==> src/lvbd_queue.sv <==
// two-entry queue between the front and back parts
module lvbd_queue #(
  parameter int W = 8
) (
  input  logic         clk,
  input  logic         rst,
  input  logic         push,
  input  logic [W-1:0] push_data,
  output logic         push_ready,
  input  logic         pop,
  output logic [W-1:0] pop_data,
  output logic         pop_valid
);

  logic [W-1:0] slots [2];
  logic         wr_ptr;
  logic         rd_ptr;
  logic [1:0]   count;

  assign push_ready = (count != 2'd2);
  assign pop_valid  = (count != 2'd0);
  assign pop_data   = slots[rd_ptr];

  // storage
  always_ff @(posedge clk) begin
    if (push && push_ready) begin
      slots[wr_ptr] <= push_data;
    end
  end

  // pointers and fill level
  always_ff @(posedge clk) begin
    if (rst) begin
      wr_ptr <= 1'b0;
      rd_ptr <= 1'b0;
      count  <= 2'd0;
    end else begin
      if (push && push_ready) begin
        wr_ptr <= ~wr_ptr;
      end
      if (pop && pop_valid) begin
        rd_ptr <= ~rd_ptr;
      end
      if ((push && push_ready) && !(pop && pop_valid)) begin
        count <= count + 2'd1;
      end else if (!(push && push_ready) && (pop && pop_valid)) begin
        count <= count - 2'd1;
      end
    end
  end

endmodule

==> config.mk <==
export PLATFORM = sky130hd
export DESIGN_NAME = lvbd_queue
export DESIGN_NICKNAME = d
export VERILOG_FILES = /design/src/lvbd_queue.sv
export SDC_FILE = /design/constraint.sdc
export NUM_CORES = 1
export LEC_CHECK = 0
export ABC_AREA = 1
export ABC_CLOCK_PERIOD_IN_PS = 1800
export BUFFER_PORTS_ARGS = -buffer_cell sky130_fd_sc_hd__clkbuf_2
export CAP_MARGIN = 30
export CORE_UTILIZATION = 49
export DETAILED_ROUTE_END_ITERATION = 8
export MAX_ROUTING_LAYER = met4
export PLACE_DENSITY = 0.75
export SLEW_MARGIN = 0
export SYNTH_ARGS = -nofsm -noshare
export SYNTH_HDL_FRONTEND = slang
export SYNTH_SLANG_ARGS = --single-unit
==> constraint.sdc <==
create_clock -name clk -period 1.8 [get_ports clk]
set_input_delay 0.36 -clock clk [delete_from_list [all_inputs] [get_ports clk]]
set_output_delay 0.36 -clock clk [all_outputs]
set_load 0.05 [all_outputs]
==> flow_results.org, run 1 <==
** Run status
- The run finished with clean final reports.

** Setup path
- The worst setup path is launched from a flop.
- Traced cell by cell, the critical path runs through mux2_2 -> clkbuf_2.
- On the worst path, the slowest cell contributes a delay of 460 ps.
- Worst-path cell with the longest stage delay :: dfxtp_2
- Worst Setup End Kind :: primary output
- Depth of the worst register-to-register path :: 5
- Classification of the worst setup path :: flop to primary output
- Largest delay share family, worst path :: flip-flops
- Reg-to-reg setup timing slack :: 460 ps
- Peak fanout along the critical path :: 8
- At the worst endpoint, the arrival time is 1350 ps.
- The number of buffers and inverters on the critical path is 1.
- Critical R2R Capture :: slots[1][0]
- Worst flop-to-flop path startpoint :: count[0]
- Data required time of the worst path :: 1440 ps

** Clock network
- The number of hold buffers added after CTS was 0.
- Number of clock buffers inserted by TritonCTS :: 3
- Post-CTS setup buffer count :: 0
- For the worst-skew pair, the clock arrives at the later sink with an insertion delay of 290 ps.
- The number of gates resized after CTS was 1.
- For this design, the sink count on the clock tree is 21.
- Max H-tree Level :: 1
- The cell sitting at the root of the clock tree is a clkbuf_4.
- TritonCTS built the clock tree.
- Buffer levels on the longest clock path :: 2
- After clock tree synthesis, the clock-pin slew on the worst setup and hold paths is 110 ps.

** STA
- Dividing the final minimum period by the clock period gives 95.1%.
- Timing would allow up to 584 MHz.
- The final hold violation count was 0.
- On the final layout, the worst clock skew is 0.788 ps.
- Post-route minimum period :: 1710 ps
- Setup violations remaining at the end of the flow were counted as 0.
- Worst slew slack as a fraction of its limit :: 76.8%
- Sum Neg Setup Slack :: 0 ps
- Number of max-slew violations in the final report :: 0
- For the pin with the worst max-slew slack, the measured transition is 346 ps.
- Setup repair after global routing missed its margin :: false

** Layout
- In the final layout, the multi-input gates occupy 211 µm².
- Summing all flip-flop and latch instances after layout gives 582 µm².
- Share of final-layout standard cells stronger than drive strength 1 :: 46.6%
- From synthesis to final layout, the design area changed by 18.9%.
- The number of antenna diodes in the final layout is 0.
- Utilization after layout :: 64.4%
- Filler cells :: 131
- Leaving out filler cells and counting taps, the final layout contains 104.
- Nets@finish :: 102

** Drt
- Wire length reported by the detailed router :: 1.18 mm
- After detailed routing, the number of vias per cell comes to 5.12.
- DRT Pass-1 Iters :: 5
- In this run, the number of DRC markers left after iteration 0 of detailed routing was 8.
- Remaining number of nets flagged by the antenna check after routing :: 0
- After detailed routing, the number of remaining DRC violations is 0.
- DR vias :: 532
- After detailed routing, the average wire length per cell comes to 11.4 µm.

** Worst hold path
- The min-delay analysis places its worst path in the category input pin to flop.
- Origin of the worst min-delay path :: push_data[6]
- Counting instances, the worst hold path has a depth of 1.
- Capture endpoint of the worst hold path :: slots[0][6]

** Synthesis
- During synthesis, Yosys emitted a total of 0 warnings.
- Post-Syn Instances :: 62
- Synthesis inferred 21 register bits.
- The number of nets handed over by synthesis was 75.
- Summing every instance area after synthesis gives 835 µm².
- Of the synthesized area, sequential elements account for 69.6%.
- Number of distinct standard cells referenced by the synthesized netlist :: 16
- Dividing the synthesized area by the synthesized cell count gives 13.5 µm².

** Power
- Worst VDD drop :: 867 µV
- Leakage power total :: 0.000425 µW
- In this run the power density over the cells is 1550 nW/µm².

** Global route
- The number of global-route vias before repair is 483.
- Maximum number of pins on one net before global-route repair :: 13
- Final global-route overflow total :: 0
- All-Layer GR Usage :: 15.1%
- The initial antenna violation count is 0.
- First-pass GRT wire length :: 1.89 mm

** Place
- Post-detail-place hpwl :: 908 µm
- Routability-driven placement finished with a final weighted congestion of 0.765.
- DP Cell Count :: 100
- Port buffering added 21 buffers.

** Floorplanning
- After floorplanning, the core was divided into 14 placement rows.
- The floorplan step defined a die boundary enclosing 1870 µm².
- The core region is 1540 µm².
- The floorplan step set the die width to 43.3 µm.
- For this configuration, the core starts out at a cell density of 54.1%.
- Boundary pin count :: 22
- Vert. Die Dim :: 43.3 µm

** Flow run
- Number of max-cap violations :: 0
-- registers in the layout, summed over array words and instances, names as in the netlist, named ones only --
| signal | count |
|---|---|
| count | 2 |
| wr_ptr | 1 |
| rd_ptr | 1 |
| slots | 16 |
-- power breakdown --
part | internal [µW] | switching (µW)
Clock | 82.6 | 133
Combinational | 188 | 464
Sequential | 620 | 51.4
-- through the flow --
stage               setup WS, ps  area (µm²)  power (µW)  hold slack (ps)
floorplan                    337         835        1210              459
global placement             298         963        1320              479
detailed placement           284         963        1340              497
CTS                         77.7         992        1550              242
global route                27.4         992        1630              228
finish                      88.8         992        1540              247
-- Yosys cell counts --
library cell / n / area share (%)
nand4_1: 1 / 0.75
nand2_2: 2 / 1.5
nor2_1: 7 / 3.1
dfxtp_1: 5 / 12
mux2_2: 8 / 11
nand2_1: 6 / 2.7
o21ai_0: 2 / 1.2
edfxtp_1: 16 / 58
inv_1: 6 / 2.7
ha_1: 1 / 1.5
inv_2: 1 / 0.45
buf_6: 1 / 1.3
nand2_4: 1 / 1.3
nand3_1: 2 / 1.2
clkinv_2: 1 / 0.60
a21oi_1: 2 / 1.2
-- cell type report --
type / instances / share of cell area, %
Sequential cell: 21 / 58.6
Multi-Input combinational cell: 32 / 21.3
Timing Repair Buffer: 23 / 12.1
Inverter: 8 / 3.15
Clock buffer: 3 / 2.27
Tap cell: 16 / 2.02
Clock inverter: 1 / 0.504
-- cells by family after synthesis --
family          count (synthesis)  share of synthesized area, %
compound gates                  4                          2.40
fa+ha+maj                       1                          1.50
buf+inv                         9                          5.10
flops                          21                          69.6
mux                             8                          10.8
simple gates                   19                          10.6
-- per-layer routing --
metal | share of wire (%) | track usage, % | up-vias
met4 | 0 | 7.27 | 0
met5 | 0 | - | -
met3 | 5.4 | 5.96 | 0
met1 | 43 | 15.7 | 243
met2 | 51 | 24.8 | 22
li1 | - | - | 267
-- worst max-delay path by stage --
stage | cells past startpoint | slack (ps) | to
3_5_place_dp | 2 | 280 | pop_data[1]
3_3_place_gp | 2 | 300 | pop_data[1]
6_report | 2 | 90 | pop_data[1]
4_1_cts | 2 | 80 | pop_data[1]
2_1_floorplan | 4 | 340 | slots[1][0]
5_1_grt | 2 | 30 | pop_data[1]
-- worst register-to-register path, delay by kind of cell (launching register included) --
kind,cells,cell delay [ps]
and+or+nand+nor,3,420
DFF,1,360
buffers and inverters,2,290
-- cell usage in the layout (no fill, tap or decap) --
cell type	n
clkbuf_2	21
edfxtp_1	16
mux2_2	8
nor2_1	7
inv_1	6
nand2_1	6
dfxtp_1	4
clkbuf_4	3
nand2_2	2
clkinv_2	2
o21ai_0	2
a21oi_1	2
nand3_1	2
buf_4	2
inv_2	1
nand2_4	1
nand4_1	1
ha_1	1
dfxtp_2	1
(Power assumes the default switching activity.)
==> inputs of run 2 (changes only) <==
Settings changed: ABC_AREA 1 to not set, CORE_UTILIZATION 49 to 48, CTS_BUF_LIST set to sky130_fd_sc_hd__clkbuf_16, PLACE_DENSITY 0.75 to 0.74, TNS_END_PERCENT set to 10.
==> flow_results.org, run 2 <==
** Run status
- The run finished with clean final reports.

** Layout
- The count of nets after finishing came to 87 (-15%).
- Commonest non-fill, non-tap cells in the layout :: clkbuf_2 (21), edfxtp_1 (16), mux2_2 (8)
- Max reg flops :: 16 (unchanged)
- Filler cells :: 103 (-21%)
- Share of final-layout standard cells stronger than drive strength 1 :: 49.3% (+2.7 points)
- The number of diodes added for antenna fixing is 0 (unchanged).
- Most frequent standard cell in the layout excluding fill and tap cells :: clkbuf_2
- The largest registers in the layout are slots: 16 flops, count: 2 flops.
- More flip-flops sit in one register than any other, and that register is slots.
- Area added between synthesis and finish :: 25.4%

** Global route
- First-pass GRT wire length :: 1.95 mm (+3.3%)
- All-Layer GR Usage :: 16.1% (+1.0 points)
- The initial antenna violation count came to 0 (unchanged).
- Final global-route overflow total :: 0 (unchanged)
- Maximum number of pins on one net before global-route repair :: 12 (-1)
- Via count of the first global-routing pass :: 454 (-6.0%)

** Clock network
- Buffer levels on the longest clock path :: 2 (unchanged)
- Clock Tree Root :: clkbuf_16
- The clock network latency to the later pin of the worst-skew pair was 250 ps (-40 ps).
- Post-CTS setup buffer count :: 0 (unchanged)
- The post-cts hold buffer count came to 0 (unchanged).
- The number of buffers inserted during clock tree synthesis came to 3 (unchanged).
- Clock tree from TritonCTS :: done
- Max H-tree Level :: 1 (unchanged)
- The clock net sink count is 21 (unchanged).
- Clock transition time at the flip-flop clock pins of the worst setup and hold paths :: 50 ps (-60 ps)

** Power
- Leakage power total :: 0.000411 µW (-3.3%)
- The internal power came to 1110 µW (+24%).
- Clk network pwr share :: 25.8% (+12 points)
- Fraction of power spent switching nets :: 36.6% (-5.6 points)
- The total design power came to 1750 µW (+13%).
- Worst VDD drop :: 1130 µV (+31%)
- Proportion of power drawn by combinational gates :: 35.2% (-7.2 points)
- The switching power of the nets was 639 µW (-1.5%).
- The part of the power in registers is 38.9% (-4.7 points).
- The power per unit of standard cell area is 1750 nW/µm² (+12%).

** STA
- The maximum clock skew at final layout came to 2.79 ps (+2.00 ps).
- The peak clock frequency supported by timing was 611 MHz (+4.5%).
- The worst slew slack as a fraction of its limit is 73.9% (-2.9 points).
- The total of endpoints with negative setup slack in the final report is 0 (unchanged).
- The setup total negative slack came to 0 ps (unchanged).
- Final period util :: 91.0% (-4.1 points)
- The transition at the pin with the smallest max-transition slack came to 391 ps (+44.5 ps).
- The final hold violation count was 0 (unchanged).
- Hold slack final :: 297 ps (+50.3 ps)
- Setup repair after global routing left no endpoint under its margin.
- The count of final max-slew check failures is 0 (unchanged).
- The post-layout minimum cycle time was 1640 ps (-73.9 ps).

** Place
- The routability-driven placement congestion ratio was 0.689 (-10%).
- The number of I/O port buffers is 21 (unchanged).
- Post-detail-place hpwl :: 797 µm (-12%)

** Setup path
- Nature of the critical path startpoint :: flop
- Critical R2R Capture :: count[1]
- Worst Setup End Kind :: primary output
- The buffering stage count on the worst path with inverters included came to 1 (unchanged).
- The data arrival time of the worst path is 1280 ps (-70 ps).
- Largest delay share family, worst path :: flip-flops
- Worst-path cell with the longest stage delay :: dfxtp_2
- The critical path is of the flop to primary output type.
- Worst flop-to-flop path startpoint :: count[0]
- Depth of the worst register-to-register path :: 5 (unchanged)
- Reg-to-reg setup timing slack :: 170 ps (-290 ps)
- The maximum net fanout on the critical path is 8 (unchanged).
- Sequence of cells on the critical path :: mux2_2 -> clkbuf_2
- Data required time of the worst path :: 1440 ps (about the same)
- Crit path largest cell delay :: 430 ps (-30 ps)

** Synthesis
- The gate count after technology mapping was 49 (-21%).
- The Yosys warning count is 0 (unchanged).
- Number of enable flip-flop cells after synthesis :: 16 (unchanged)
- In the synthesized netlist the dominant register cell turns out to be edfxtp_1.
- Leading post-synthesis cells by instance count :: edfxtp_1 (16), mux2_2 (8), dfxtp_1 (5), nor2_1 (3), xor2_1 (3)
- Portion of the post-synthesis area used by sequential elements :: 72.7% (+3.2 points)
- The fraction of synthesized cell area taken by the top area cell type came to 60.2% (+2.6 points).
- edfxtp_1 takes more of the synthesized area than any other cell.
- The proportion of synthesized flip-flops having asynchronous set or reset came to 0% (unchanged).
- Netlist area before placement :: 798 µm² (-4.3%)
- Yosys instantiated no cell more often than edfxtp_1.
- The flop and latch count out of synthesis is 21 (unchanged).
- By area the synthesized netlist is led by edfxtp_1 (60%), dfxtp_1 (13%), mux2_2 (11%).
- Number of distinct standard cells referenced by the synthesized netlist :: 17 (+1)
- Synthesized area divided by synthesized cell count :: 16.3 µm² (+21%)
- The post-synthesis net count came to 62 (-17%).

** Drt
- WL per Instance :: 12.9 µm (+14%)
- The number of nets with antenna violations after routing is 0 (unchanged).
- Detailed Route Iter0 Violations :: 5 (-3)
- The DRC violation count after routing is 0 (unchanged).
- The number of optimization iterations in the first detailed-route pass came to 3 (-2).
- Wire length reported by the detailed router :: 1.15 mm (-2.7%)
- Via density per instance :: 5.25 (+2.6%)
- The total via count after detailed routing is 467 (-12%).

** Worst hold path
- The startpoint identified for the worst hold timing path is push_data[6].
- The worst hold path terminates at slots[1][6].
- Min-Delay Path Class :: input pin to flop
- Cell depth of the worst min-delay path :: 1 (unchanged)

** Flow run
- The number of max-cap violations is 0 (unchanged).

** Floorplanning
- The overall die area was 1830 µm² (-2.3%).
- Effective utilization at floorplan :: 52.4% (-1.8 points)
- The number of primary I/O pins was 22 (unchanged).
- The die boundary height came to 42.8 µm (-1.1%).
- Total number of placement rows :: 14 (unchanged)
- Area of the placeable core :: 1520 µm² (-1.1%)
- Die width :: 42.8 µm (-1.1%)
==> run 2: cell count changes in the layout (fill, tap and decap cells not counted), sizes merged, moves of 2 or more <==
| cell | change |
|---|---|
| inv | -5 |
| clkinv | -2 |
| xor2 | +3 |
| nor2 | -4 |
| nand2 | -9 |
| nand3 | -2 |
| buf | -2 |
==> run 2: what timing repair did <==
| action | in CTS | in global routing |
|---|---|---|
| gates resized for setup | 0 | 1 |
| setup endpoints to repair | 0 | 8 |
| endpoints found under the hold margin | 0 | 0 |
==> run 2: cells by family after synthesis <==
group	after synthesis	synth area share, %
compound gates	5	3.76
xor+xnor	3	3.29
fa+ha+maj	1	1.57
buf+inv	2	1.10
flops	21	72.7
mux	8	11.3
simple gates	9	6.27
==> run 2: through the flow <==
| step | setup slack [ps] | cell area [µm²] | instances | utilization (%) |
|---|---|---|---|---|
| after floorplan | 57.9 | 801 | 49 | - |
| after global placement | 240 | 921 | 85 | 60.4 |
| after detailed placement | 189 | 921 | 85 | 60.4 |
| after CTS | 15.0 | 1000 | 89 | 65.6 |
| after global routing | 93.7 | 1000 | 89 | 65.7 |
| final | 163 | 1000 | 89 | 65.7 |
==> run 2: power by group through the flow <==
stage / Sequential [µW] / Combinational (µW) / Clock [µW]
after global routing: 693 / 651 / 484
after floorplan: 655 / 531 / 0
after CTS: 681 / 619 / 463
final: 680 / 615 / 451
after detailed placement: 688 / 617 / 0
after global placement: 684 / 612 / 0
==> run 2: worst max-delay path by stage <==
stage,from,endpoint,slack [ps],cells past startpoint
after floorplan,count[0],count[1],60,5
after detailed placement,count[0],count[1],190,5
after global routing,count[0],count[1],90,5
after CTS,flop,pop_data[0],20,2
final,flop,pop_data[0],160,2
after global placement,count[0],count[1],240,5
==> run 2: area by class of cell <==
type	count	area (µm²)	area share (%)
inverters	1	3.75	0.375
multi-input cells	26	211	21.1
flip-flops and latches	21	582	58.1
repair buffers	21	105	10.5
well taps	16	20.0	2.00
clock buffers	3	75.1	7.50
clock inverters	1	3.75	0.375
==> run 2: layer usage <==
layer  up-vias  wire length, µm  track usage [%]
li1        227                -                -
met1       224              496             17.6
met2        12              553             23.0
met3         4               60             6.38
met4         0               42             13.1
met5         -                0                -
