File: src/lvbd_pkg.sv
// shared constants, codes and types of the label volume boundary detector
package lvbd_pkg;

  // default volume limits and label width
  localparam int MAX_X_DEF      = 256;
  localparam int MAX_Y_DEF      = 256;
  localparam int MAX_Z_DEF      = 1024;
  localparam int LABEL_BITS_DEF = 32;

  // fixed field widths
  localparam int INDEX_W  = 26;
  localparam int LABEL_W  = 32;
  localparam int XCFG_W   = 9;
  localparam int YCFG_W   = 9;
  localparam int ZCFG_W   = 11;
  localparam int CIDX_W   = 2;
  localparam int CDATA_W  = 11;

  // input item kinds
  localparam logic OP_VOXEL = 1'b0;
  localparam logic OP_DRAIN = 1'b1;

  // configuration register indexes
  typedef enum logic [CIDX_W-1:0] {
    REG_X_SIZE = 2'd0,
    REG_Y_SIZE = 2'd1,
    REG_Z_SIZE = 2'd2
  } cfg_reg_t;

  // which face neighbours lie inside the volume
  typedef struct packed {
    logic xm;
    logic xp;
    logic ym;
    logic yp;
    logic zm;
    logic zp;
  } nbr_t;

  // command from the front part to the back part (one window shift)
  typedef struct packed {
    logic               emit;
    logic               last;
    nbr_t               nbr;
    logic [INDEX_W-1:0] index;
  } cmd_t;

  localparam int CMD_W = $bits(cmd_t);

endpackage

File: src/lvbd_front.sv
// front part: accepts items, tracks raster positions, issues shift commands
module lvbd_front #(
  parameter int XW = 9,
  parameter int YW = 9,
  parameter int ZW = 11,
  parameter int LW = 32
) (
  input  logic                        clk,
  input  logic                        rst,
  input  logic                        clr,
  input  logic [XW-1:0]               xc,
  input  logic [YW-1:0]               yc,
  input  logic [ZW-1:0]               zc,
  input  logic                        in_valid,
  output logic                        in_ready,
  input  logic                        in_op,
  input  logic [LW-1:0]               in_label,
  output logic                        q_push,
  input  logic                        q_ready,
  output logic [lvbd_pkg::CMD_W+LW-1:0] q_data
);

  logic [XW-1:0] rx, ex;
  logic [YW-1:0] ry, ey;
  logic [ZW-1:0] rz, ez;
  logic          all_rcvd;
  logic [lvbd_pkg::INDEX_W-1:0] eidx;

  logic acc, do_label, do_drain, emit;
  logic r_end, e_end, ex_end, ey_end, ez_end, rx_end, ry_end;
  lvbd_pkg::cmd_t cmd;

  assign in_ready = q_ready;
  assign acc      = in_valid && q_ready;

  // classify the item
  assign do_label = acc && (in_op == lvbd_pkg::OP_VOXEL) && !all_rcvd;
  assign do_drain = acc && (in_op == lvbd_pkg::OP_DRAIN) && all_rcvd;
  assign emit     = (do_label && (rz != '0)) || do_drain;

  assign rx_end = (rx == xc - XW'(1));
  assign ry_end = (ry == yc - YW'(1));
  assign r_end  = rx_end && ry_end && (rz == zc - ZW'(1));
  assign ex_end = (ex == xc - XW'(1));
  assign ey_end = (ey == yc - YW'(1));
  assign ez_end = (ez == zc - ZW'(1));
  assign e_end  = ex_end && ey_end && ez_end;

  // command for the back part
  always_comb begin
    cmd.emit    = emit;
    cmd.last    = e_end;
    cmd.nbr.xm  = (ex != '0);
    cmd.nbr.xp  = !ex_end;
    cmd.nbr.ym  = (ey != '0);
    cmd.nbr.yp  = !ey_end;
    cmd.nbr.zm  = (ez != '0);
    cmd.nbr.zp  = !ez_end;
    cmd.index   = eidx;
  end

  assign q_push = do_label || do_drain;
  assign q_data = {in_label, cmd};

  // receive and emit position counters
  always_ff @(posedge clk) begin
    if (rst || clr) begin
      rx       <= '0;
      ry       <= '0;
      rz       <= '0;
      all_rcvd <= 1'b0;
      ex       <= '0;
      ey       <= '0;
      ez       <= '0;
      eidx     <= '0;
    end else begin
      if (do_label) begin
        rx <= rx_end ? '0 : rx + XW'(1);
        if (rx_end) begin
          ry <= ry_end ? '0 : ry + YW'(1);
          if (ry_end) begin
            rz <= rz + ZW'(1);
          end
        end
        if (r_end) begin
          all_rcvd <= 1'b1;
        end
      end
      if (emit) begin
        if (e_end) begin
          rx       <= '0;
          ry       <= '0;
          rz       <= '0;
          all_rcvd <= 1'b0;
          ex       <= '0;
          ey       <= '0;
          ez       <= '0;
          eidx     <= '0;
        end else begin
          eidx <= eidx + lvbd_pkg::INDEX_W'(1);
          ex   <= ex_end ? '0 : ex + XW'(1);
          if (ex_end) begin
            ey <= ey_end ? '0 : ey + YW'(1);
            if (ey_end) begin
              ez <= ez + ZW'(1);
            end
          end
        end
      end
    end
  end

endmodule

File: config.mk
export PLATFORM = sky130hd
export DESIGN_NAME = lvbd_front
export DESIGN_NICKNAME = d
export VERILOG_FILES = /design/src/lvbd_pkg.sv /design/src/lvbd_front.sv
export SDC_FILE = /design/constraint.sdc
export NUM_CORES = 1
export LEC_CHECK = 0
export ABC_AREA = 1
export BUFFER_PORTS_ARGS = -buffer_cell sky130_fd_sc_hd__buf_2
export CAP_MARGIN = 20
export CORE_MARGIN = 1.5
export CORE_UTILIZATION = 54
export DETAILED_ROUTE_END_ITERATION = 16
export PLACE_DENSITY = 0.76
export SETUP_SLACK_MARGIN = 0.3
export SKIP_CTS_REPAIR_TIMING = 1
export SYNTH_ARGS = -nofsm -noshare
export SYNTH_HDL_FRONTEND = slang
export SYNTH_SLANG_ARGS = --single-unit
File: constraint.sdc
create_clock -name clk -period 5 [get_ports clk]
set_input_delay 0.5 -clock clk [delete_from_list [all_inputs] [get_ports clk]]
set_output_delay 0.5 -clock clk [all_outputs]
set_load 0.005 [all_outputs]
==> results.txt, run 1 <==
Max FO, Critical Path: 37
Gr usage total: 25.61%
ANT cells: 0
Commonest cells after routing, fill and taps aside: 302 x nand2_1, 191 x nor2_1, 142 x inv_1
Largest net degree at the start of global routing: 38
CTS Buffer Depth: 2
Cell count after synthesis: 1108
Final setup TNS: 0 ps
Top Ports: 135
DIE WIDTH: 113.6 um
Worst vdd ir: 157.0 uV
Worst rel slew slack: 40.01%
Dpl cells: 1278
Final WL: 16390 um
Final Hold Viols: 0
Clock-pin transition on the worst setup and hold timing paths: 70 ps
Share of the synthesized area in the top cell type: 25.75%
WHS: 488.4 ps
Number of synthesized flops with an enable pin: 0
Final #Nets: 1223
Starting Density: 55.25%
Synth Warn #: 0
Via density: 5.237
Final count of negative-setup-slack endpoints: 0
Unrepaired setup endpoints after global routing: no
Flop2flop setup slack: 1820 ps
DR WL/cell: 12.67 um
# DRC: 0
Hold path start: rz[5]$_SDFF_PP0_
Area contributors post-synth: dfxtp_1 26%, nand2_1 17%, nor2_1 11%
Area leader, netlist: dfxtp_1
Worst-case reg-to-reg path depth: 10
Slew Viols, Final: 0
CORE AREA: 11960 um^2
Cell Area, Synth: 6609 um^2
Asr flop ratio synth: 0%
Ys flop type: dfxtp_1
PortBufs: 70
Worst Path Required: 5220 ps
Distinct cell type count after synthesis: 40
Final clock skew: 9.085 ps
TritonCTS clock tree: yes
Min-Delay Path Class: reg2reg
Clock sink count: 85
Clock latency at the later pin of the worst-skew pair: 350 ps
Initial antenna violation count: 0
Hold Path Sink: rz[5]$_SDFF_PP0_
Syn Area/Cell: 5.965 um^2
Synth Register Bits: 85
Arr. time, crit path: 3400 ps
CTS root buf: clkbuf_16
Outcome: completed
Hold Crit Depth: 2
Reg2reg end: rz[0]$_SDFF_PP0_
Syn_nets: 1189
Max-cap viol count: 0
Share of cells above drive strength 1: 10.30%
Fin cells: 1293
Critical Path Source Type: flip-flop
Vias in the first global route: 5831
Final ANT Viol Nets: 0
Std-Cell Rows: 40
Via count: 6771
H-tree depth: 3
R2r startpoint: all_rcvd$_SDFF_PP0_
Pre-Repair DR Iteration Count: 6
Setup CP Type: reg2reg
Chip height: 113.6 um
Crit share post-route: 63.63%
Grt total ovfl: 0
Tmin final: 3182 ps
Detail Placement HPWL: 12830 um
TritonCTS Buffers: 9
First-pass GRT wire length: 26950 um
Pwr Density: 221.0 nW/um^2
Commonest non-fill, non-tap cell in the layout: nand2_1
Initial DRC count: 550
Die ar.: 12910 um^2
Sequential element share of the synthesized area: 25.75%
Static leakage: 0.003255 uW
Measured slew at the worst slew-check pin: 896.6 ps
Layout area overhead: 7.705%
Max Clk Rate: 314.3 MHz
Routability cong.: 0.9435
Nature of the critical path endpoint: flip-flop
==> synth_stat cells, types with 2 or more instances <==
library cell	count
nor2_4	4
nand3_1	112
o21ai_1	2
nand2_1	302
inv_2	11
a21o_1	2
clkbuf_1	2
nand2_2	2
ha_1	14
nand3b_1	10
buf_2	4
nor3_1	30
or2_2	2
xor2_1	32
xnor3_1	3
xnor2_1	3
nor2_2	5
nor4_1	8
o21ai_0	32
dfxtp_1	85
nand2_4	3
nor2_1	191
buf_6	4
buf_4	36
nand4_1	34
o22ai_1	3
nand3_2	2
and3_1	2
a21oi_1	15
o21bai_1	2
inv_1	142
==> through the flow <==
| stage | power [uW] | util (%) | worst slack (ps) | area, um^2 |
|---|---|---|---|---|
| finish | 1573 | 59.51 | 1818 | 7118 |
| global route | 1630 | 59.51 | 1553 | 7118 |
| CTS | 1578 | 59.51 | 1829 | 7118 |
| detailed placement | 847.6 | 56.82 | 1558 | 6797 |
| global placement | 845.6 | 56.82 | 1587 | 6797 |
| floorplan | 825.6 | - | 2586 | 6609 |
==> worst max path at each step <==
stage,from,to,slack (ps)
after floorplan,xc[0],q_data[32],2590
after global placement,q_ready,eidx[17]$_SDFFE_PP0N_,1590
after detailed placement,q_ready,eidx[17]$_SDFFE_PP0N_,1560
after CTS,all_rcvd$_SDFF_PP0_,rz[0]$_SDFF_PP0_,1830
after global routing,all_rcvd$_SDFF_PP0_,all_rcvd$_SDFF_PP0_,1550
final,all_rcvd$_SDFF_PP0_,rz[0]$_SDFF_PP0_,1820
==> flip-flops by register name, indices dropped and copies added, names as in the netlist <==
signal	cells
all_rcvd	1
eidx	26
ex	9
ey	9
ez	11
rx	9
ry	9
rz	11
==> routing by layer <==
| metal | up-vias | share of wire [%] | global-route usage (%) |
|---|---|---|---|
| met5 | - | 0 | 0 |
| met4 | 0 | 1.8 | 8.917 |
| met3 | 30 | 5.8 | 3.401 |
| met2 | 185 | 45 | 41.97 |
| met1 | 2998 | 47 | 34.76 |
| li1 | 3558 | - | - |
==> logic make-up after synthesis <==
| group | synth area share, % |
|---|---|
| adder cells (fa/ha/maj) | 2.651 |
| buffers and inverters | 14.09 |
| AND/OR/NAND/NOR | 47.12 |
| XOR/XNOR | 5.661 |
| AO/OA/AOI/OAI | 4.733 |
| flip-flops | 25.75 |
==> power breakdown <==
| group | leakage, uW | internal [uW] | switching (uW) |
|---|---|---|---|
| Sequential | 0.000684 | 677 | 0.451 |
| Clock | 0.000154 | 441 | 297 |
| Combinational | 0.00242 | 51.3 | 106 |
==> area by class of cell <==
cell class | count | area (um^2)
clock buffers | 9 | 225.2
repair buffers | 70 | 350.3
inverters | 155 | 584.3
multi-input cells | 821 | 3976
well taps | 147 | 183.9
clock inverters | 6 | 96.34
fillers | 1207 | 4843
flip-flops and latches | 85 | 1702
==> worst max-delay path, cell delays in order (launching register included) <==
cell and delay [ps]:
dfxtp_1 340, nor3_4 550, inv_1 300, nand2_1 180, nand2_1 280, inv_2 400, nand3_4 190, nand2_4 140
nand2_4 190, inv_4 360, nor2_1 100
Power figures use the tool's default switching activity.
==> run 2: changes to the inputs <==
CORE_UTILIZATION = 51   (was 54)
PLACE_DENSITY = 0.75   (was 0.76)
clock period = 2.69 ns   (was 5 ns; I/O delays follow)
==> run 2 against run 1 <==
Compared with the run above:
- global-route usage up 0.099 points
- sequential share of layout area down 0.58 points
- cell area up 2.6%
- core utilization down 1.6 points
- combinational power up 96%
- total power up 77%
- critical path type is now in2out
==> results.txt, run 2 (synthesis gave the netlist of run 1 again) <==
Outcome: completed
CTS root buf: clkbuf_16
Via count: 6885
Fin cells: 1335
Measured slew at the worst slew-check pin: 473.0 ps
Final WL: 16950 um
Largest net degree at the start of global routing: 38
Share of cells above drive strength 1: 12.64%
Via density: 5.157
Max Clk Rate: 449.3 MHz
Tmin final: 2225 ps
Regs by FF count: eidx x26, ez x11, rz x11
Die ar.: 13650 um^2
Commonest cells after routing, fill and taps aside: 300 x nand2_1, 189 x nor2_1, 140 x inv_1
Design Power: 2786 uW
Worst vdd ir: 340.7 uV
Max reg flops: 26
Final instance area: 7306 um^2
DIE WIDTH: 116.8 um
Gr usage total: 25.71%
Flop2flop setup slack: 520 ps
DR WL/cell: 12.70 um
Dpl cells: 1315
Slew Viols, Final: 0
Critical Path Source Type: primary input
Max FO, Critical Path: 7
# fillers: 1343
Clock latency at the later pin of the worst-skew pair: 360 ps
Nature of the critical path endpoint: output port
First-pass GRT wire length: 27880 um
Pwr Density: 381.4 nW/um^2
CORE AREA: 12620 um^2
TritonCTS clock tree: yes
WHS: 357.2 ps
Final #Nets: 1239
Commonest non-fill, non-tap cell in the layout: nand2_1
# DRC: 0
Worst rel slew slack: 68.17%
Worst Path Required: 2420 ps
Std-Cell Rows: 41
Arr. time, crit path: 1960 ps
Vias in the first global route: 6030
Starting Density: 52.37%
PortBufs: 70
Cell Area, Placed: 6918 um^2
Setup CP Type: in2out
TritonCTS Buffers: 9
Final clock skew: 9.755 ps
ANT cells: 0
Max-cap viol count: 0
Biggest register: eidx
Clock-pin transition on the worst setup and hold timing paths: 70 ps
Clock sink count: 85
Top Ports: 135
Crit share post-route: 82.73%
Initial antenna violation count: 0
Static leakage: 0.003334 uW
Final count of negative-setup-slack endpoints: 0
Layout area overhead: 10.55%
Detail Placement HPWL: 13360 um
Min-Delay Path Class: in2reg
Pre-Repair DR Iteration Count: 5
Final Hold Viols: 0
Grt total ovfl: 0
Routability cong.: 0.9707
Final setup TNS: 0 ps
CTS Buffer Depth: 2
H-tree depth: 3
Initial DRC count: 485
Final ANT Viol Nets: 0
Chip height: 116.8 um
Unrepaired setup endpoints after global routing: yes
[run 2: cell types whose count changed in the layout (fill, tap and decap cells not counted), sizes merged]
cell    previous run  this run
clkbuf             9        10
inv              156       157
bufinv             2         0
clkinv             2         3
buf               70        86
[run 2: layer usage]
| layer | routed length [um] | track usage, % |
|---|---|---|
| met1 | 8171 | 35.07 |
| met2 | 7671 | 42.46 |
| met3 | 925 | 3.708 |
| met4 | 186 | 7.470 |
| met5 | 0 | 0 |
[run 2: critical path, cell delays in order]
cell     delay, ps
buf_2          130
inv_2          130
ha_4           190
nand2_1         60
nand2_1         60
nand2_1        140
nand2_1        160
nand2_1         60
nor2_1          90
nand3_1        120
nor2_4         140
nand2_1        110
nor2_2         160
buf_2          130
[run 2: report_power, final]
part / internal, uW / switching (uW)
clock: 643 / 576
sequential: 1260 / 1.16
combinational: 105 / 202
[run 2: worst paths after layout]
check / from / to / cells past startpoint
max: xc[0] / q_data[32] / 14
min: rst / ey[7]$_SDFFE_PP0P_ / 5
max reg2reg: rz[0]$_SDFF_PP0_ / ry[8]$_SDFF_PP0_ / 13
min reg2reg: rz[5]$_SDFF_PP0_ / rz[5]$_SDFF_PP0_ / 2
[run 2: layout make-up]
type | instances | area [um^2] | share of cell area [%]
Clock inverter | 6 | 53.80 | 0.7364
Clock buffer | 10 | 229.0 | 3.134
Multi-Input combinational cell | 821 | 4044 | 55.35
Sequential cell | 85 | 1704 | 23.33
Inverter | 155 | 589.3 | 8.066
Tap cell | 172 | 215.2 | 2.946
Timing Repair Buffer | 86 | 470.5 | 6.439
[run 2: through the flow]
step	setup slack, ps	utilization (%)
floorplan	620.5	-
global placement	117.8	54.82
detailed placement	29.90	54.82
CTS	189.6	57.06
global route	286.7	57.89
finish	464.5	57.89
==> run 3: changes to the inputs <==
clock period = 2 ns   (was 2.69 ns; I/O delays follow)
==> run 3 against run 2 <==
Compared with the run above:
- core utilization is 8.7 points higher
- non-clock buffer count is 107 higher
- the flow now finishes with violations (setup timing)
- worst hold slack worse by 69 ps
- critical path type is now reg2out
- critical path depth is 1 lower
==> results.txt, run 3 (synthesis gave the netlist of run 1 again) <==
Via count: 7336
Vias in the first global route: 6206
Cells along the critical path: inv_2, nand2_1, nand2_1, nand2_1, nor2_2, nand3_2, nor2_2, nand2_2, nor2_4, buf_6, nand2_4, nor2_4, buf_2
Max FO, Critical Path: 4
Max Clk Rate: 475.2 MHz
Nature of the critical path endpoint: output port
Max-cap viol count: 0
Failing checks: setup timing
Pre-CTS WS: -241.7 ps
Worst Path Required: 1800 ps
Final ANT Viol Nets: 0
Worst path bufs/invs: 3
Detail Placement HPWL: 13780 um
Largest net degree at the start of global routing: 38
Arr. time, crit path: 1900 ps
R2r startpoint: ex[2]$_SDFFE_PP0N_
# DRC: 0
Tmin final: 2105 ps
Top Ports: 135
TritonCTS Buffers: 9
CTS Buffer Depth: 2
Hold Crit Depth: 5
Die ar.: 13650 um^2
Final WL: 18240 um
Final #Nets: 1346
CTS root buf: clkbuf_16
Pre-Repair DR Iteration Count: 5
Routability cong.: 0.9157
Unrepaired setup endpoints after global routing: yes
Dpl cells: 1412
Final Hold Viols: 0
Commonest cells after routing, fill and taps aside: 287 x nand2_1, 177 x nor2_1, 130 x inv_1
Critical path origin: ey[0]$_SDFFE_PP0P_
Final count of negative-setup-slack endpoints: 9
Crit share post-route: 105.2%
Final clock skew: 13.55 ps
Clock latency at the later pin of the worst-skew pair: 360 ps
Slew Viols, Final: 0
Setup CP Type: reg2out
Initial antenna violation count: 0
WHS: 288.1 ps
Max reg flops: 26
Outcome: complete, but fails checks
Worst-case reg-to-reg path depth: 15
Critical Path Source Type: flip-flop
Grt total ovfl: 0
Chip height: 116.8 um
Reg2reg end: ry[2]$_SDFF_PP0_
Worst vdd ir: 378.5 uV
Worst rel slew slack: 74.57%
Regs by FF count: eidx x26, ez x11, rz x11
CORE AREA: 12620 um^2
Initial DRC count: 503
Flop2flop setup slack: -20 ps
Largest stage delay, worst path: 360 ps
DR WL/cell: 12.65 um
Hold path start: rst
Share of cells above drive strength 1: 24.96%
Clock-pin transition on the worst setup and hold timing paths: 70 ps
Cell mode on critical path: nand2_1
Hold Path Sink: eidx[1]$_SDFFE_PP0N_
Commonest non-fill, non-tap cell in the layout: nand2_1
Clock sink count: 85
Fin cells: 1442
Std-Cell Rows: 41
Measured slew at the worst slew-check pin: 377.9 ps
Static leakage: 0.003922 uW
Gr usage total: 25.84%
DIE WIDTH: 116.8 um
H-tree depth: 3
Pwr Density: 459.1 nW/um^2
ANT cells: 0
CP delay by family, top: simple AND/OR/NAND/NOR gates
Biggest register: eidx
Post-route setup slack: -104.6 ps
Starting Density: 52.37%
Layout area overhead: 27.11%
Via density: 5.087
Crit path max-delay cell type: dfxtp_4
TritonCTS clock tree: yes
PortBufs: 70
First-pass GRT wire length: 27940 um
Min-Delay Path Class: in2reg
run 3: changes by cell type in the layout (fill, tap and decap cells not counted), sizes merged:
cell and change:
clkinvlp -1, clkinv +1, buf +107
run 3: area by class of cell:
cell class	count	area (um^2)
Tap cell	172	215.2
Clock buffer	10	229.0
Fill cell	1158	4219
Timing Repair Buffer	193	1329
Multi-Input combinational cell	821	4225
Clock inverter	6	53.80
Inverter	155	621.8
Sequential cell	85	1727
run 3: power breakdown:
part / total [uW] / internal [uW] / switching, uW
registers: 1690 / 1690 / 1.17
clock network: 1640 / 869 / 766
logic: 532 / 230 / 302
run 3: worst reg2reg max path: cells and delay by family (launching register included):
family / cells / cell delay, ps
flops: 1 / 370
simple gates: 12 / 1110
buf+inv: 3 / 420
run 3: layer usage:
metal	up-vias	track usage [%]	wire length, um
li1	3801	-	-
met1	3294	34.60	8452
met2	211	42.92	8475
met3	30	4.531	915
met4	0	7.390	395
met5	-	0	0
run 3: stage by stage:
| step | utilization [%] | area (um^2) | total power [uW] | setup TNS, ps |
|---|---|---|---|---|
| 5_1_grt | 66.57 | 8401 | 4028 | -4403 |
| 4_1_cts | 63.45 | 8008 | 3871 | -689.1 |
| 3_5_place_dp | 61.21 | 7725 | 2238 | -16320 |
| 2_1_floorplan | - | 6685 | 2079 | 0 |
| 6_report | 66.57 | 8401 | 3857 | -266.3 |
| 3_3_place_gp | 61.21 | 7725 | 2232 | -11670 |
run 3: worst max-delay path by stage:
stage | to | slack, ps | depth (start not counted)
finish | q_data[32] | -100 | 13
global route | q_data[32] | -190 | 13
CTS | q_data[32] | -340 | 12
detailed placement | eidx[14]$_SDFFE_PP0N_ | -240 | 16
global placement | q_data[32] | -190 | 14
floorplan | ry[1]$_SDFF_PP0_ | 70 | 18
