File: config.mk
export PLATFORM = sky130hd
export DESIGN_NAME = lvbd_back
export DESIGN_NICKNAME = d
export VERILOG_FILES = /design/src/lvbd_pkg.sv /design/src/lvbd_delay.sv /design/src/lvbd_back.sv
export SDC_FILE = /design/constraint.sdc
export NUM_CORES = 1
export LEC_CHECK = 0
export BUFFER_PORTS_ARGS = -buffer_cell sky130_fd_sc_hd__buf_2
export CAP_MARGIN = 20
export CORE_MARGIN = 2
export CORE_UTILIZATION = 50
export CTS_BUF_LIST = sky130_fd_sc_hd__clkbuf_16
export DETAILED_ROUTE_END_ITERATION = 10
export GPL_ROUTABILITY_DRIVEN = 0
export PLACE_DENSITY = 0.67
export RECOVER_POWER = 100
export SYNTH_ARGS = -nofsm -noshare
export SYNTH_HDL_FRONTEND = slang
export SYNTH_HIERARCHICAL = 1
export SYNTH_SLANG_ARGS = --single-unit
File: constraint.sdc
create_clock -name clk -period 76.3 [get_ports clk]
set_input_delay 7.63 -clock clk [delete_from_list [all_inputs] [get_ports clk]]
set_output_delay 7.63 -clock clk [all_outputs]
set_load 0.01 [all_outputs]
File: src/lvbd_pkg.sv
// shared constants, codes and types of the label volume boundary detector
package lvbd_pkg;

  // default volume limits and label width
  localparam int MAX_X_DEF      = 256;
  localparam int MAX_Y_DEF      = 256;
  localparam int MAX_Z_DEF      = 1024;
  localparam int LABEL_BITS_DEF = 32;

  // fixed field widths
  localparam int INDEX_W  = 26;
  localparam int LABEL_W  = 32;
  localparam int XCFG_W   = 9;
  localparam int YCFG_W   = 9;
  localparam int ZCFG_W   = 11;
  localparam int CIDX_W   = 2;
  localparam int CDATA_W  = 11;

  // input item kinds
  localparam logic OP_VOXEL = 1'b0;
  localparam logic OP_DRAIN = 1'b1;

  // configuration register indexes
  typedef enum logic [CIDX_W-1:0] {
    REG_X_SIZE = 2'd0,
    REG_Y_SIZE = 2'd1,
    REG_Z_SIZE = 2'd2
  } cfg_reg_t;

  // which face neighbours lie inside the volume
  typedef struct packed {
    logic xm;
    logic xp;
    logic ym;
    logic yp;
    logic zm;
    logic zp;
  } nbr_t;

  // command from the front part to the back part (one window shift)
  typedef struct packed {
    logic               emit;
    logic               last;
    nbr_t               nbr;
    logic [INDEX_W-1:0] index;
  } cmd_t;

  localparam int CMD_W = $bits(cmd_t);

endpackage

File: src/lvbd_delay.sv
// variable-length delay stage of the label window, ring memory plus taps
module lvbd_delay #(
  parameter int LW    = 32,
  parameter int LENW  = 16,
  parameter int DEPTH = 2
) (
  input  logic            clk,
  input  logic            rst,
  input  logic            clr,
  input  logic            shift,
  input  logic [LENW-1:0] len,
  input  logic [LW-1:0]   din,
  output logic [LW-1:0]   dout
);

  localparam int AW = (DEPTH > 1) ? $clog2(DEPTH) : 1;

  logic [LW-1:0] mem [DEPTH];
  logic [LW-1:0] rd_data;
  logic [LW-1:0] one_reg;
  logic [AW-1:0] ptr;
  logic [LENW:0] ptr_inc;
  logic          wrap;

  // zero length passes through, length one is a single register
  assign dout = (len == '0) ? din : ((len == LENW'(1)) ? one_reg : rd_data);

  // pointer parks at zero when the stage is bypassed
  assign ptr_inc = (LENW+1)'(ptr) + (LENW+1)'(1);
  assign wrap    = (len == '0) || (ptr_inc >= ({1'b0, len} - (LENW+1)'(1)));

  // ring memory with registered read
  always_ff @(posedge clk) begin
    if (shift) begin
      mem[ptr] <= din;
      rd_data  <= mem[ptr];
      one_reg  <= din;
    end
  end

  // ring pointer
  always_ff @(posedge clk) begin
    if (rst || clr) begin
      ptr <= '0;
    end else if (shift) begin
      ptr <= wrap ? '0 : AW'(ptr_inc);
    end
  end

endmodule

File: src/lvbd_back.sv
// back part: shifts the label window, compares neighbours, holds the result
module lvbd_back #(
  parameter int LW        = 32,
  parameter int XW        = 9,
  parameter int YW        = 9,
  parameter int D1_DEPTH  = 2,
  parameter int D2_DEPTH  = 2
) (
  input  logic                          clk,
  input  logic                          rst,
  input  logic                          clr,
  input  logic [XW-1:0]                 xc,
  input  logic [YW-1:0]                 yc,
  input  logic                          q_valid,
  input  logic [lvbd_pkg::CMD_W+LW-1:0] q_data,
  output logic                          q_pop,
  output logic                          out_valid,
  input  logic                          out_ready,
  output logic [lvbd_pkg::INDEX_W-1:0]  out_index,
  output logic [LW-1:0]                 out_label,
  output logic                          out_bnd,
  output logic                          out_last
);

  localparam int PW = XW + YW;

  lvbd_pkg::cmd_t cmd, meta;
  logic [LW-1:0]  q_label;
  logic           meta_v;
  logic           out_free;
  logic [PW-1:0]  len_plane;
  logic [XW-1:0]  len_row;
  logic [LW-1:0]  t_zp, t_yp, t_xp, t_c, t_xm, t_ym, t_zm;
  logic           bnd;

  assign cmd     = q_data[lvbd_pkg::CMD_W-1:0];
  assign q_label = q_data[lvbd_pkg::CMD_W+LW-1:lvbd_pkg::CMD_W];

  assign out_free = !out_valid || out_ready;
  assign q_pop    = q_valid && (!meta_v || out_free);

  // delay lengths: one plane less one row, and one row less one voxel
  always_ff @(posedge clk) begin
    len_plane <= PW'(xc * (yc - YW'(1)));
  end
  assign len_row = xc - XW'(1);

  // window head and single-voxel taps
  always_ff @(posedge clk) begin
    if (q_pop) begin
      t_zp <= q_label;
      t_c  <= t_xp;
      t_xm <= t_c;
    end
  end

  lvbd_delay #(.LW(LW), .LENW(PW), .DEPTH(D1_DEPTH)) u_dly_fwd_plane (
    .clk(clk), .rst(rst), .clr(clr), .shift(q_pop), .len(len_plane),
    .din(t_zp), .dout(t_yp)
  );

  lvbd_delay #(.LW(LW), .LENW(XW), .DEPTH(D2_DEPTH)) u_dly_fwd_row (
    .clk(clk), .rst(rst), .clr(clr), .shift(q_pop), .len(len_row),
    .din(t_yp), .dout(t_xp)
  );

  lvbd_delay #(.LW(LW), .LENW(XW), .DEPTH(D2_DEPTH)) u_dly_back_row (
    .clk(clk), .rst(rst), .clr(clr), .shift(q_pop), .len(len_row),
    .din(t_xm), .dout(t_ym)
  );

  lvbd_delay #(.LW(LW), .LENW(PW), .DEPTH(D1_DEPTH)) u_dly_back_plane (
    .clk(clk), .rst(rst), .clr(clr), .shift(q_pop), .len(len_plane),
    .din(t_ym), .dout(t_zm)
  );

  // neighbour compare on the settled taps
  assign bnd = (meta.nbr.xm && (t_xm != t_c)) || (meta.nbr.xp && (t_xp != t_c)) ||
               (meta.nbr.ym && (t_ym != t_c)) || (meta.nbr.yp && (t_yp != t_c)) ||
               (meta.nbr.zm && (t_zm != t_c)) || (meta.nbr.zp && (t_zp != t_c));

  // command held while its taps settle
  always_ff @(posedge clk) begin
    if (q_pop) begin
      meta <= cmd;
    end
  end

  always_ff @(posedge clk) begin
    if (rst) begin
      meta_v <= 1'b0;
    end else if (q_pop) begin
      meta_v <= cmd.emit;
    end else if (meta_v && out_free) begin
      meta_v <= 1'b0;
    end
  end

  // output register
  always_ff @(posedge clk) begin
    if (meta_v && out_free) begin
      out_index <= meta.index;
      out_label <= t_c;
      out_bnd   <= bnd;
      out_last  <= meta.last;
    end
  end

  always_ff @(posedge clk) begin
    if (rst) begin
      out_valid <= 1'b0;
    end else if (out_free) begin
      out_valid <= meta_v;
    end
  end

`ifndef ASSERT_OFF
  a_pop_has_cmd: assert property (@(posedge clk) disable iff (rst)
    q_pop |-> q_valid) else $error("pop from empty queue");

  a_meta_held: assert property (@(posedge clk) disable iff (rst)
    (meta_v && !out_free) |=> (meta_v && $stable(t_c) && $stable(t_zp)))
    else $error("window moved under a pending result");

  a_meta_moves: assert property (@(posedge clk) disable iff (rst)
    (meta_v && out_free) |=> out_valid) else $error("decided voxel lost");

  a_no_pop_stalled: assert property (@(posedge clk) disable iff (rst)
    (meta_v && out_valid && !out_ready) |-> !q_pop)
    else $error("window shifted while result stalled");
`endif

endmodule

==> results of run 1 <==
[per-layer routing]
layer | GRT usage | share of wire | up-vias
met3 | 0.03277 | 0.055 | 107
li1 | - | - | 8049
met4 | 0.06663 | 0.025 | 0
met2 | 0.3456 | 0.49 | 523
met5 | 0 | 0 | -
met1 | 0.2923 | 0.43 | 8896
[final timing paths]
check / from / endpoint / slack [ps] / cells after the start
max: out_ready / u_dly_fwd_plane/ptr$_SDFFE_PP0P_ / 57220 / 7
min: meta[24]$_DFFE_PP_ / out_index[24]$_DFFE_PP_ / 420 / 0
max reg2reg: out_valid$_SDFFE_PP0P_ / u_dly_fwd_plane/ptr$_SDFFE_PP0P_ / 63900 / 6
min reg2reg: meta[24]$_DFFE_PP_ / out_index[24]$_DFFE_PP_ / 420 / 0
[power by group]
group / leakage [nW] / internal (mW) / switching [mW] / total [mW]
Combinational: 4.95 / 0.0629 / 0.0894 / 0.152
Clock: 1.23 / 0.205 / 0.149 / 0.354
Sequential: 6.92 / 0.474 / 0.0200 / 0.494
[worst max-delay path, cell delays in order]
cell and delay [ps]:
buf_2 70, nor2b_1 80, a21boi_0 2890, clkbuf_1 5800, nor2b_1 2600, nand3_1 140, o21ai_0 250
[cell families (layout without fill, tap and decap cells)]
kind of cell	after synthesis	after routing	synth area share
multiplexers	161	161	0.05471
buffers and inverters	183	392	0.02645
AND/OR/NAND/NOR	385	385	0.06544
flip-flops	725	725	0.6644
adder cells (fa/ha/maj)	131	131	0.06332
XOR/XNOR	225	225	0.06081
AO/OA/AOI/OAI	254	254	0.06494
[synth_stat cells, drive strengths merged, types with 3 or more instances]
master and count:
buf 49, ha 76, nand2b 15, and3b 3, nor2b 28, a211o 3, clkbuf 56, or2 5
nand2 38, a2bb2oi 64, mux2 129, nand3b 7, and2 26, nand4 21, nor4 55, a211oi 3
nor4b 5, nand3 8, or4 4, nor2 140, dfxtp 24, xor2 208, o21ai 16, or3 8
o22ai 95, edfxtp 701, xnor2 17, mux2i 32, nor3 15, a21oi 43, a31oi 6, nor3b 4
fa 55, a21o 5, inv 78, o21a 5
[area by class of cell]
type,count,share of cell area
Clock buffer,77,0.05386
Tap cell,855,0.02990
Multi-Input combinational cell,1156,0.2705
Inverter,78,0.008184
Sequential cell,725,0.6019
Timing Repair Buffer,178,0.02231
Clock inverter,59,0.01333
[layout by cell type, fill, tap and decap left out, types with 5 or more instances in the layout]
master and n:
nand3b_1 7, nor4b_1 5, nor2_1 137, xor2_1 208
clkbuf_1 88, bufinv_16 6, a31oi_1 6, buf_2 83
o21a_1 5, clkinvlp_4 5, nand2b_1 14, or2_2 5
nor2b_1 25, nand2_1 38, mux2i_1 32, nand3_1 6
inv_1 94, and2_0 7, edfxtp_1 701, dfxtp_1 23
mux2_2 129, a21o_1 5, a2bb2oi_1 62, clkbuf_16 77
fa_1 55, buf_4 7, clkinv_1 11, clkinv_2 11
and2_1 19, o21ai_0 15, ha_1 76, nor4_1 52
nor3_1 11, or3_1 7, nand4_1 19, xnor2_1 17
a21oi_1 43, o22ai_1 95
[through the flow]
stage	hold slack, ps	setup WS [ps]	utilization	area, um2	std cells
3_5_place_dp	404.5	59710	0.5286	33960	2991
3_3_place_gp	400.2	59700	0.5286	33960	2991
6_report	415.8	57220	0.5569	35770	3128
5_1_grt	424.8	55960	0.5569	35770	3128
2_1_floorplan	400.3	32690	-	32410	2064
4_1_cts	417.5	59700	0.5661	36360	3127
==> impl_metrics.tcl, run 1 <==
set metrics [dict create \
    htree_levels 3 \
    synth_fp_nets 2284 \
    antenna_violating_nets_post_route 0 \
    yosysWarnings 6 \
    drc_errors 0 \
    die_area_um2 66870 \
    vdd_drop_max_mv 0.01918 \
    number_of_drc_markers_in_iteration_0 1362 \
    antenna_cells 0 \
    top_level_ports 151 \
    chipWidth_um 258.6 \
    synthesized_flop_and_latch_total 725 \
    dp_hpwl_um 45140 \
    timing_worst_setup_path_type "input port to register" \
    cts_repair_resize_count 0 \
    netlist_top_cells_area "edfxtp_1 (65%), xor2_1 (5.6%), mux2_2 (4.5%)" \
    global_route.usage.total 0.2112 \
    cap_viol_max_count 22 \
    grt_max_degree 152 \
    antenna_violations_before_repair 0 \
    run_status "finished with violations" \
    final_critical_period_ps 19080 \
    synth_edf_count 701 \
    floorplan.initialDensity 0.5046 \
    die_height_um 258.6 \
    syn_avg_cell_area_um2 15.70 \
    floorplan.rows 93 \
    clock-sinks 725 \
    final_layout_size_suffix_gt1_frac 0.1579 \
    nFillCells 5158 \
    synth_top_flop_cell "edfxtp_1" \
    rsz0062_at_grt "false" \
    cts-buffers-inserted 77 \
    route.vias.total 17575 \
    slew-limit-headroom -4.353 \
    cts-hold-fix-buffers 0 \
    register_area_um2 21530 \
    total_power_density_per_cell_area_nw_per_um2 27.96 \
    maximum_root_to_sink_buffer_count 3 \
    synthArstFlopShare 0 \
    skew_ps 24.92 \
    layout_worst_path_cycle_share 0.2501 \
    finalNetCount 2436 \
    failed_checks "capacitance limit, slew limit" \
    setup.worst_path.end_class "register" \
    tritoncts_clock_tree "built" \
    cp_data_required_time_ps 76830 \
    synth_sequential_area_ratio 0.6644 \
    clkTransAtPathRegs_ps 60 \
    buffers_inserted_during_post_cts_setup_optimization 0 \
    post-layout-total-power_mw 1.000 \
    footprint_of_the_multi_input_gates_um2 9677 \
    core_region_area_um2 64230 \
    clk_root_buffer_cell "clkbuf_16" \
    synth_cell_types 64 \
    share_of_the_synthesized_area_in_the_top_cell_type 0.6495 \
    clkLatencyLatePin_ps 620 \
    grt_pass1_wl_um 107400 \
    drt_pre_antenna_iters 5 \
    io_buffer_count 150 \
    globalRouteOverflowTotal 0 \
    critical_path.startpoint_type "input port" \
    post_drt_wl_per_cell_um 22.50 \
    vias_in_the_first_global_route 18159 \
    setup_violations 0 \
    max_clock_freq_mhz 52.41 \
    timing.critical_path.arrival_ps 19610 \
    slew_violations 1038 \
    synthToLayoutAreaGrowth_pct 10.38 \
    worst_slew_pin_slew_ps 8030 \
    routed_via_density 5.619 \
    min-delay-path-class "register to register" \
    synthesis.area_um2 32410 \
    hold_violations 0 \
    static-leakage-power_nw 13.10 \
    routed_wirelength_um 70380 \
    path_max_fanout 151 \
    library_cell_with_the_largest_summed_area_after_synthesis "edfxtp_1" \
    finalSetupTns_ps 0 \
    number_of_standard_cells_after_synthesis 2064 \
]
No activity file was read; power rests on OpenSTA's default activity.
==> run 2: changes to the inputs <==
Settings changed: PLACE_DENSITY 0.67 to 0.7.
Clock period 76.3 ns to 16.08 ns, I/O delays scaled along.
==> run 2 against run 1 <==
  * The run still ends with capacitance limit, slew limit left
  * Worst setup slack worse by 52000 ps
  * Sequential power rose to 4.8 times the previous value
  * Clock skew down 3.7 ps
  * Critical path depth unchanged
  * Final cell count about the same
  * Worst hold slack better by 1.0 ps
  * Register-to-register slack worse by 58000 ps
  * Clock power rose to 4.8 times the previous value
  * Global-route usage up 0.38 points
  * Sequential share of layout area about the same
  * Largest cell class unchanged
==> impl_metrics.tcl, run 2 (synthesis results as in run 1) <==
set metrics [dict create \
    chipWidth_um 258.6 \
    run_status "finished with violations" \
    slew_violations 761 \
    timing_worst_setup_path_type "input port to register" \
    layout_commonest_cell "edfxtp_1" \
    total_power_density_per_cell_area_nw_per_um2 133.9 \
    floorplan.rows 93 \
    global_route.usage.total 0.2149 \
    drt_pre_antenna_iters 5 \
    post_drt_wl_per_cell_um 23.12 \
    grt_max_degree 113 \
    maximum_root_to_sink_buffer_count 3 \
    route.vias.total 17955 \
    fin_worst_hold_slack_ps 416.8 \
    synthToLayoutAreaGrowth_pct 10.45 \
    top_level_ports 151 \
    slew-limit-headroom -3.043 \
    routed_via_density 5.746 \
    cts-buffers-inserted 75 \
    static-leakage-power_nw 13.14 \
    max_clock_freq_mhz 95.10 \
    setup_violations 0 \
    rsz0062_at_grt "false" \
    htree_levels 3 \
    post-layout-total-power_mw 4.794 \
    vdd_drop_max_mv 0.08865 \
    drc_errors 0 \
    cts_repair_resize_count 0 \
    io_buffer_count 150 \
    path_max_fanout 112 \
    die_area_um2 66870 \
    cp_data_required_time_ps 16270 \
    finalNetCount 2432 \
    vias_in_the_first_global_route 18146 \
    antenna_violating_nets_post_route 0 \
    nFillCells 5091 \
    timing.critical_path.arrival_ps 10710 \
    setup.worst_path.end_class "register" \
    fin_area_um2 35800 \
    number_of_drc_markers_in_iteration_0 1719 \
    dp_hpwl_um 46460 \
    antenna_violations_before_repair 1 \
    register_area_um2 21530 \
    routed_wirelength_um 72240 \
    cts-hold-fix-buffers 0 \
    buffers_inserted_during_post_cts_setup_optimization 0 \
    layout_worst_path_cycle_share 0.6540 \
    placed_area_um2 33930 \
    min-delay-path-class "register to register" \
    critical_path.startpoint_type "input port" \
    globalRouteOverflowTotal 0 \
    tritoncts_clock_tree "built" \
    mostFrequentLayoutCells "edfxtp_1 (701), xor2_1 (208), nor2_1 (137)" \
    floorplan.initialDensity 0.5046 \
    clk_root_buffer_cell "clkbuf_16" \
    worst_slew_pin_slew_ps 6065 \
    clkLatencyLatePin_ps 620 \
    skew_ps 21.25 \
    core_region_area_um2 64230 \
    grt_pass1_wl_um 108900 \
    clkTransAtPathRegs_ps 60 \
    failed_checks "capacitance limit, slew limit" \
    hold_violations 0 \
    die_height_um 258.6 \
    finalSetupTns_ps 0 \
    clock-sinks 725 \
    cap_viol_max_count 19 \
    final_critical_period_ps 10520 \
    final_layout_size_suffix_gt1_frac 0.1543 \
    footprint_of_the_multi_input_gates_um2 9672 \
]
run 2: cell count changes in the layout (fill, tap and decap cells not counted), sizes merged:
cell      delta
diode        +1
bufinv       +3
clkinvlp     -4
buf          +3
clkbuf       -6
run 2: path summary, 6_finish.rpt:
kind,startpoint,to,slack [ps],depth (start not counted)
worst max-delay path,out_ready,u_dly_fwd_plane/mem[0][24]$_DFFE_PP_,5560,7
worst min-delay path,meta[13]$_DFFE_PP_,out_index[13]$_DFFE_PP_,420,0
worst max register to register,out_valid$_SDFFE_PP0P_,u_dly_fwd_plane/mem[0][24]$_DFFE_PP_,6200,6
worst min register to register,meta[13]$_DFFE_PP_,out_index[13]$_DFFE_PP_,420,0
run 2: area by class of cell:
cell class	instances	area share
clock inverters	58	0.01475
inverters	78	0.008179
diodes	1	0.00006991
multi-input cells	1156	0.2702
well taps	855	0.02988
clock buffers	76	0.05313
repair buffers	176	0.02233
flip-flops and latches	725	0.6015
run 2: metal layers:
metal	part of all wire	track usage
met1	0.43	0.2982
met2	0.48	0.3448
met3	0.061	0.03717
met4	0.034	0.07514
met5	0	0
run 2: where the power goes:
group	internal (mW)	leakage, nW	total, mW	switching (mW)
clock network	1.00	1.25	1.71	0.707
registers	2.24	6.92	2.35	0.101
logic	0.301	4.96	0.737	0.436
run 2: worst max-delay path: stages:
cell and delay, ps:
buf_2 70, nor2b_1 100, a21boi_4 160, clkbuf_1 2080
clkbuf_1 4370, nor2b_1 780, clkbuf_1 1360
run 2: stage by stage:
step,utilization,std cells,setup WS [ps]
detailed placement,0.5282,2988,8408
CTS,0.5660,3122,9021
global route,0.5573,3125,4568
floorplan,-,2064,1715
global placement,0.5282,2988,8449
finish,0.5573,3125,5564
==> run 3: changes to the inputs <==
Settings changed: PLACE_DENSITY 0.7 to 0.67.
Clock period 16.08 ns to 10.2 ns, I/O delays scaled along.
==> run 3 against run 2 <==
  * The run still ends with capacitance limit, slew limit left
  * Clock power increased by 59%
  * Critical path depth increased by 8
  * Routed wire length fell by 1.3%
  * Combinational power is 56% higher
  * Sequential share of layout area shrank 0.11 points
  * First-iteration DRC count down 13%
  * Die area did not move
  * Worst hold slack worse by 2.9 ps
  * Power increased by 58%
  * Register-to-register slack got worse by 3700 ps
  * Critical endpoint is now out_bnd$_DFFE_PP_
==> impl_metrics.tcl, run 3 (synthesis results as in run 1) <==
set metrics [dict create \
    run_status "finished with violations" \
    failed_checks "capacitance limit, slew limit" \
    buffers_inserted_during_post_cts_setup_optimization 0 \
    finalNetCount 2437 \
    synthToLayoutAreaGrowth_pct 10.67 \
    die_height_um 258.6 \
    final_critical_period_ps 7848 \
    max_clock_freq_mhz 127.4 \
    grt_max_degree 76 \
    clock-sinks 725 \
    netSwitchingPower_mw 1.952 \
    cp_data_required_time_ps 10530 \
    layout_commonest_cell "edfxtp_1" \
    routed_wirelength_um 71330 \
    dp_hpwl_um 46940 \
    clkTransAtPathRegs_ps 60 \
    grt_pass1_wl_um 107600 \
    floorplan.initialDensity 0.5046 \
    mostFrequentLayoutCells "edfxtp_1 (701), xor2_1 (208), nor2_1 (137)" \
    htree_levels 3 \
    drc_errors 0 \
    path_max_fanout 34 \
    vias_in_the_first_global_route 18177 \
    core_region_area_um2 64230 \
    maximum_root_to_sink_buffer_count 3 \
    placed_area_um2 33940 \
    hold_violations 0 \
    power_frac_clock 0.360 \
    die_area_um2 66870 \
    setup_violations 0 \
    worstPathBufferInverterCount 3 \
    routed_via_density 5.635 \
    worst_slew_pin_slew_ps 4202 \
    tritoncts_clock_tree "built" \
    timing.critical_path.arrival_ps 8180 \
    floorplan.rows 93 \
    antenna_violations_before_repair 2 \
    clk_root_buffer_cell "clkbuf_16" \
    critical_path.top_delay_family "simple AND/OR/NAND/NOR gates" \
    slew_violations 965 \
    slowest_stage "nand3_1" \
    timing_worst_setup_path_type "input port to register" \
    cap_viol_max_count 25 \
    instances_no_fill 3135 \
    static-leakage-power_nw 13.14 \
    post_drt_wl_per_cell_um 22.75 \
    vdd_drop_max_mv 0.1464 \
    final_layout_size_suffix_gt1_frac 0.1571 \
    slew-limit-headroom -1.802 \
    skew_ps 16.66 \
    min-delay-path-class "register to register" \
    clkLatencyLatePin_ps 610 \
    power.switching_fraction 0.2578 \
    layout_worst_path_cycle_share 0.7694 \
    top_level_ports 151 \
    globalRouteOverflowTotal 0 \
    internal_power_mw 5.618 \
    dpl.cell_count 2992 \
    number_of_drc_markers_in_iteration_0 1503 \
    route.vias.total 17665 \
    p_comb_frac 0.152 \
    cts-hold-fix-buffers 0 \
    cts-buffers-inserted 76 \
    critPathMaxStageDelay_ps 1660 \
    cp_cell_sequence "clkbuf_1, inv_1, ha_1, xor2_1, or3b_1, clkbuf_1, nand3_1, o22ai_1, a2bb2oi_1, xor2_1, nor4_1, nand4_1, o21ai_0, nand4_1, nand3b_1" \
    antenna_violating_nets_post_route 0 \
    total_power_density_per_cell_area_nw_per_um2 211.0 \
    drt_pre_antenna_iters 5 \
    io_buffer_count 150 \
    seq_power_share 0.488 \
    cts_repair_resize_count 0 \
    finalSetupTns_ps 0 \
    rsz0062_at_grt "false" \
    setup.worst_path.end_class "register" \
    global_route.usage.total 0.2124 \
    fin_area_um2 35870 \
    critical_path.startpoint_type "input port" \
    chipWidth_um 258.6 \
]
run 3: cell type report:
type	count	area, um2
multi-input combinational	1156	9678
sequential	725	21530
tap	855	1070
antenna	1	2.502
fill	5183	28370
clock inverter	61	505.5
timing repair buffer	180	808.3
inverter	78	292.8
clock buffer	79	1977
run 3: metal layers:
metal	track usage	share of wire
met1	0.2920	0.43
met4	0.07097	0.029
met2	0.3491	0.48
met5	0	0
met3	0.03149	0.053
run 3: worst paths after layout:
kind	slack (ps)	depth (start not counted)	to	start
setup / recovery	2350	15	out_bnd$_DFFE_PP_	xc[0]
hold / removal	410	0	out_index[15]$_DFFE_PP_	meta[15]$_DFFE_PP_
setup reg to reg	2520	5	meta[23]$_DFFE_PP_	out_valid$_SDFFE_PP0P_
hold reg to reg	410	0	out_index[15]$_DFFE_PP_	meta[15]$_DFFE_PP_
run 3: power by group through the flow:
stage,clock (mW),sequential [mW],combinational (mW)
2_1_floorplan,0,3.68,0.883
3_3_place_gp,0,3.74,1.14
3_5_place_dp,0,3.75,1.16
4_1_cts,2.77,3.69,1.17
5_1_grt,2.88,3.72,1.28
6_report,2.72,3.69,1.15
run 3: metrics by stage:
stage	hold slack, ps	setup WS (ps)	power (mW)	utilization
2_1_floorplan	400.3	515.8	4.565	-
3_3_place_gp	400.6	3502	4.872	0.5284
3_5_place_dp	404.5	3281	4.911	0.5284
4_1_cts	416.0	3917	7.634	0.5671
5_1_grt	420.7	1851	7.881	0.5584
6_report	413.9	2352	7.569	0.5584
run 3: worst reg2reg max path, stage by stage (launching register included):
cell and delay [ps]:
dfxtp_1 310, nor2b_1 200, a21boi_4 160, clkbuf_1 1780, clkbuf_1 1600, clkbuf_1 3060
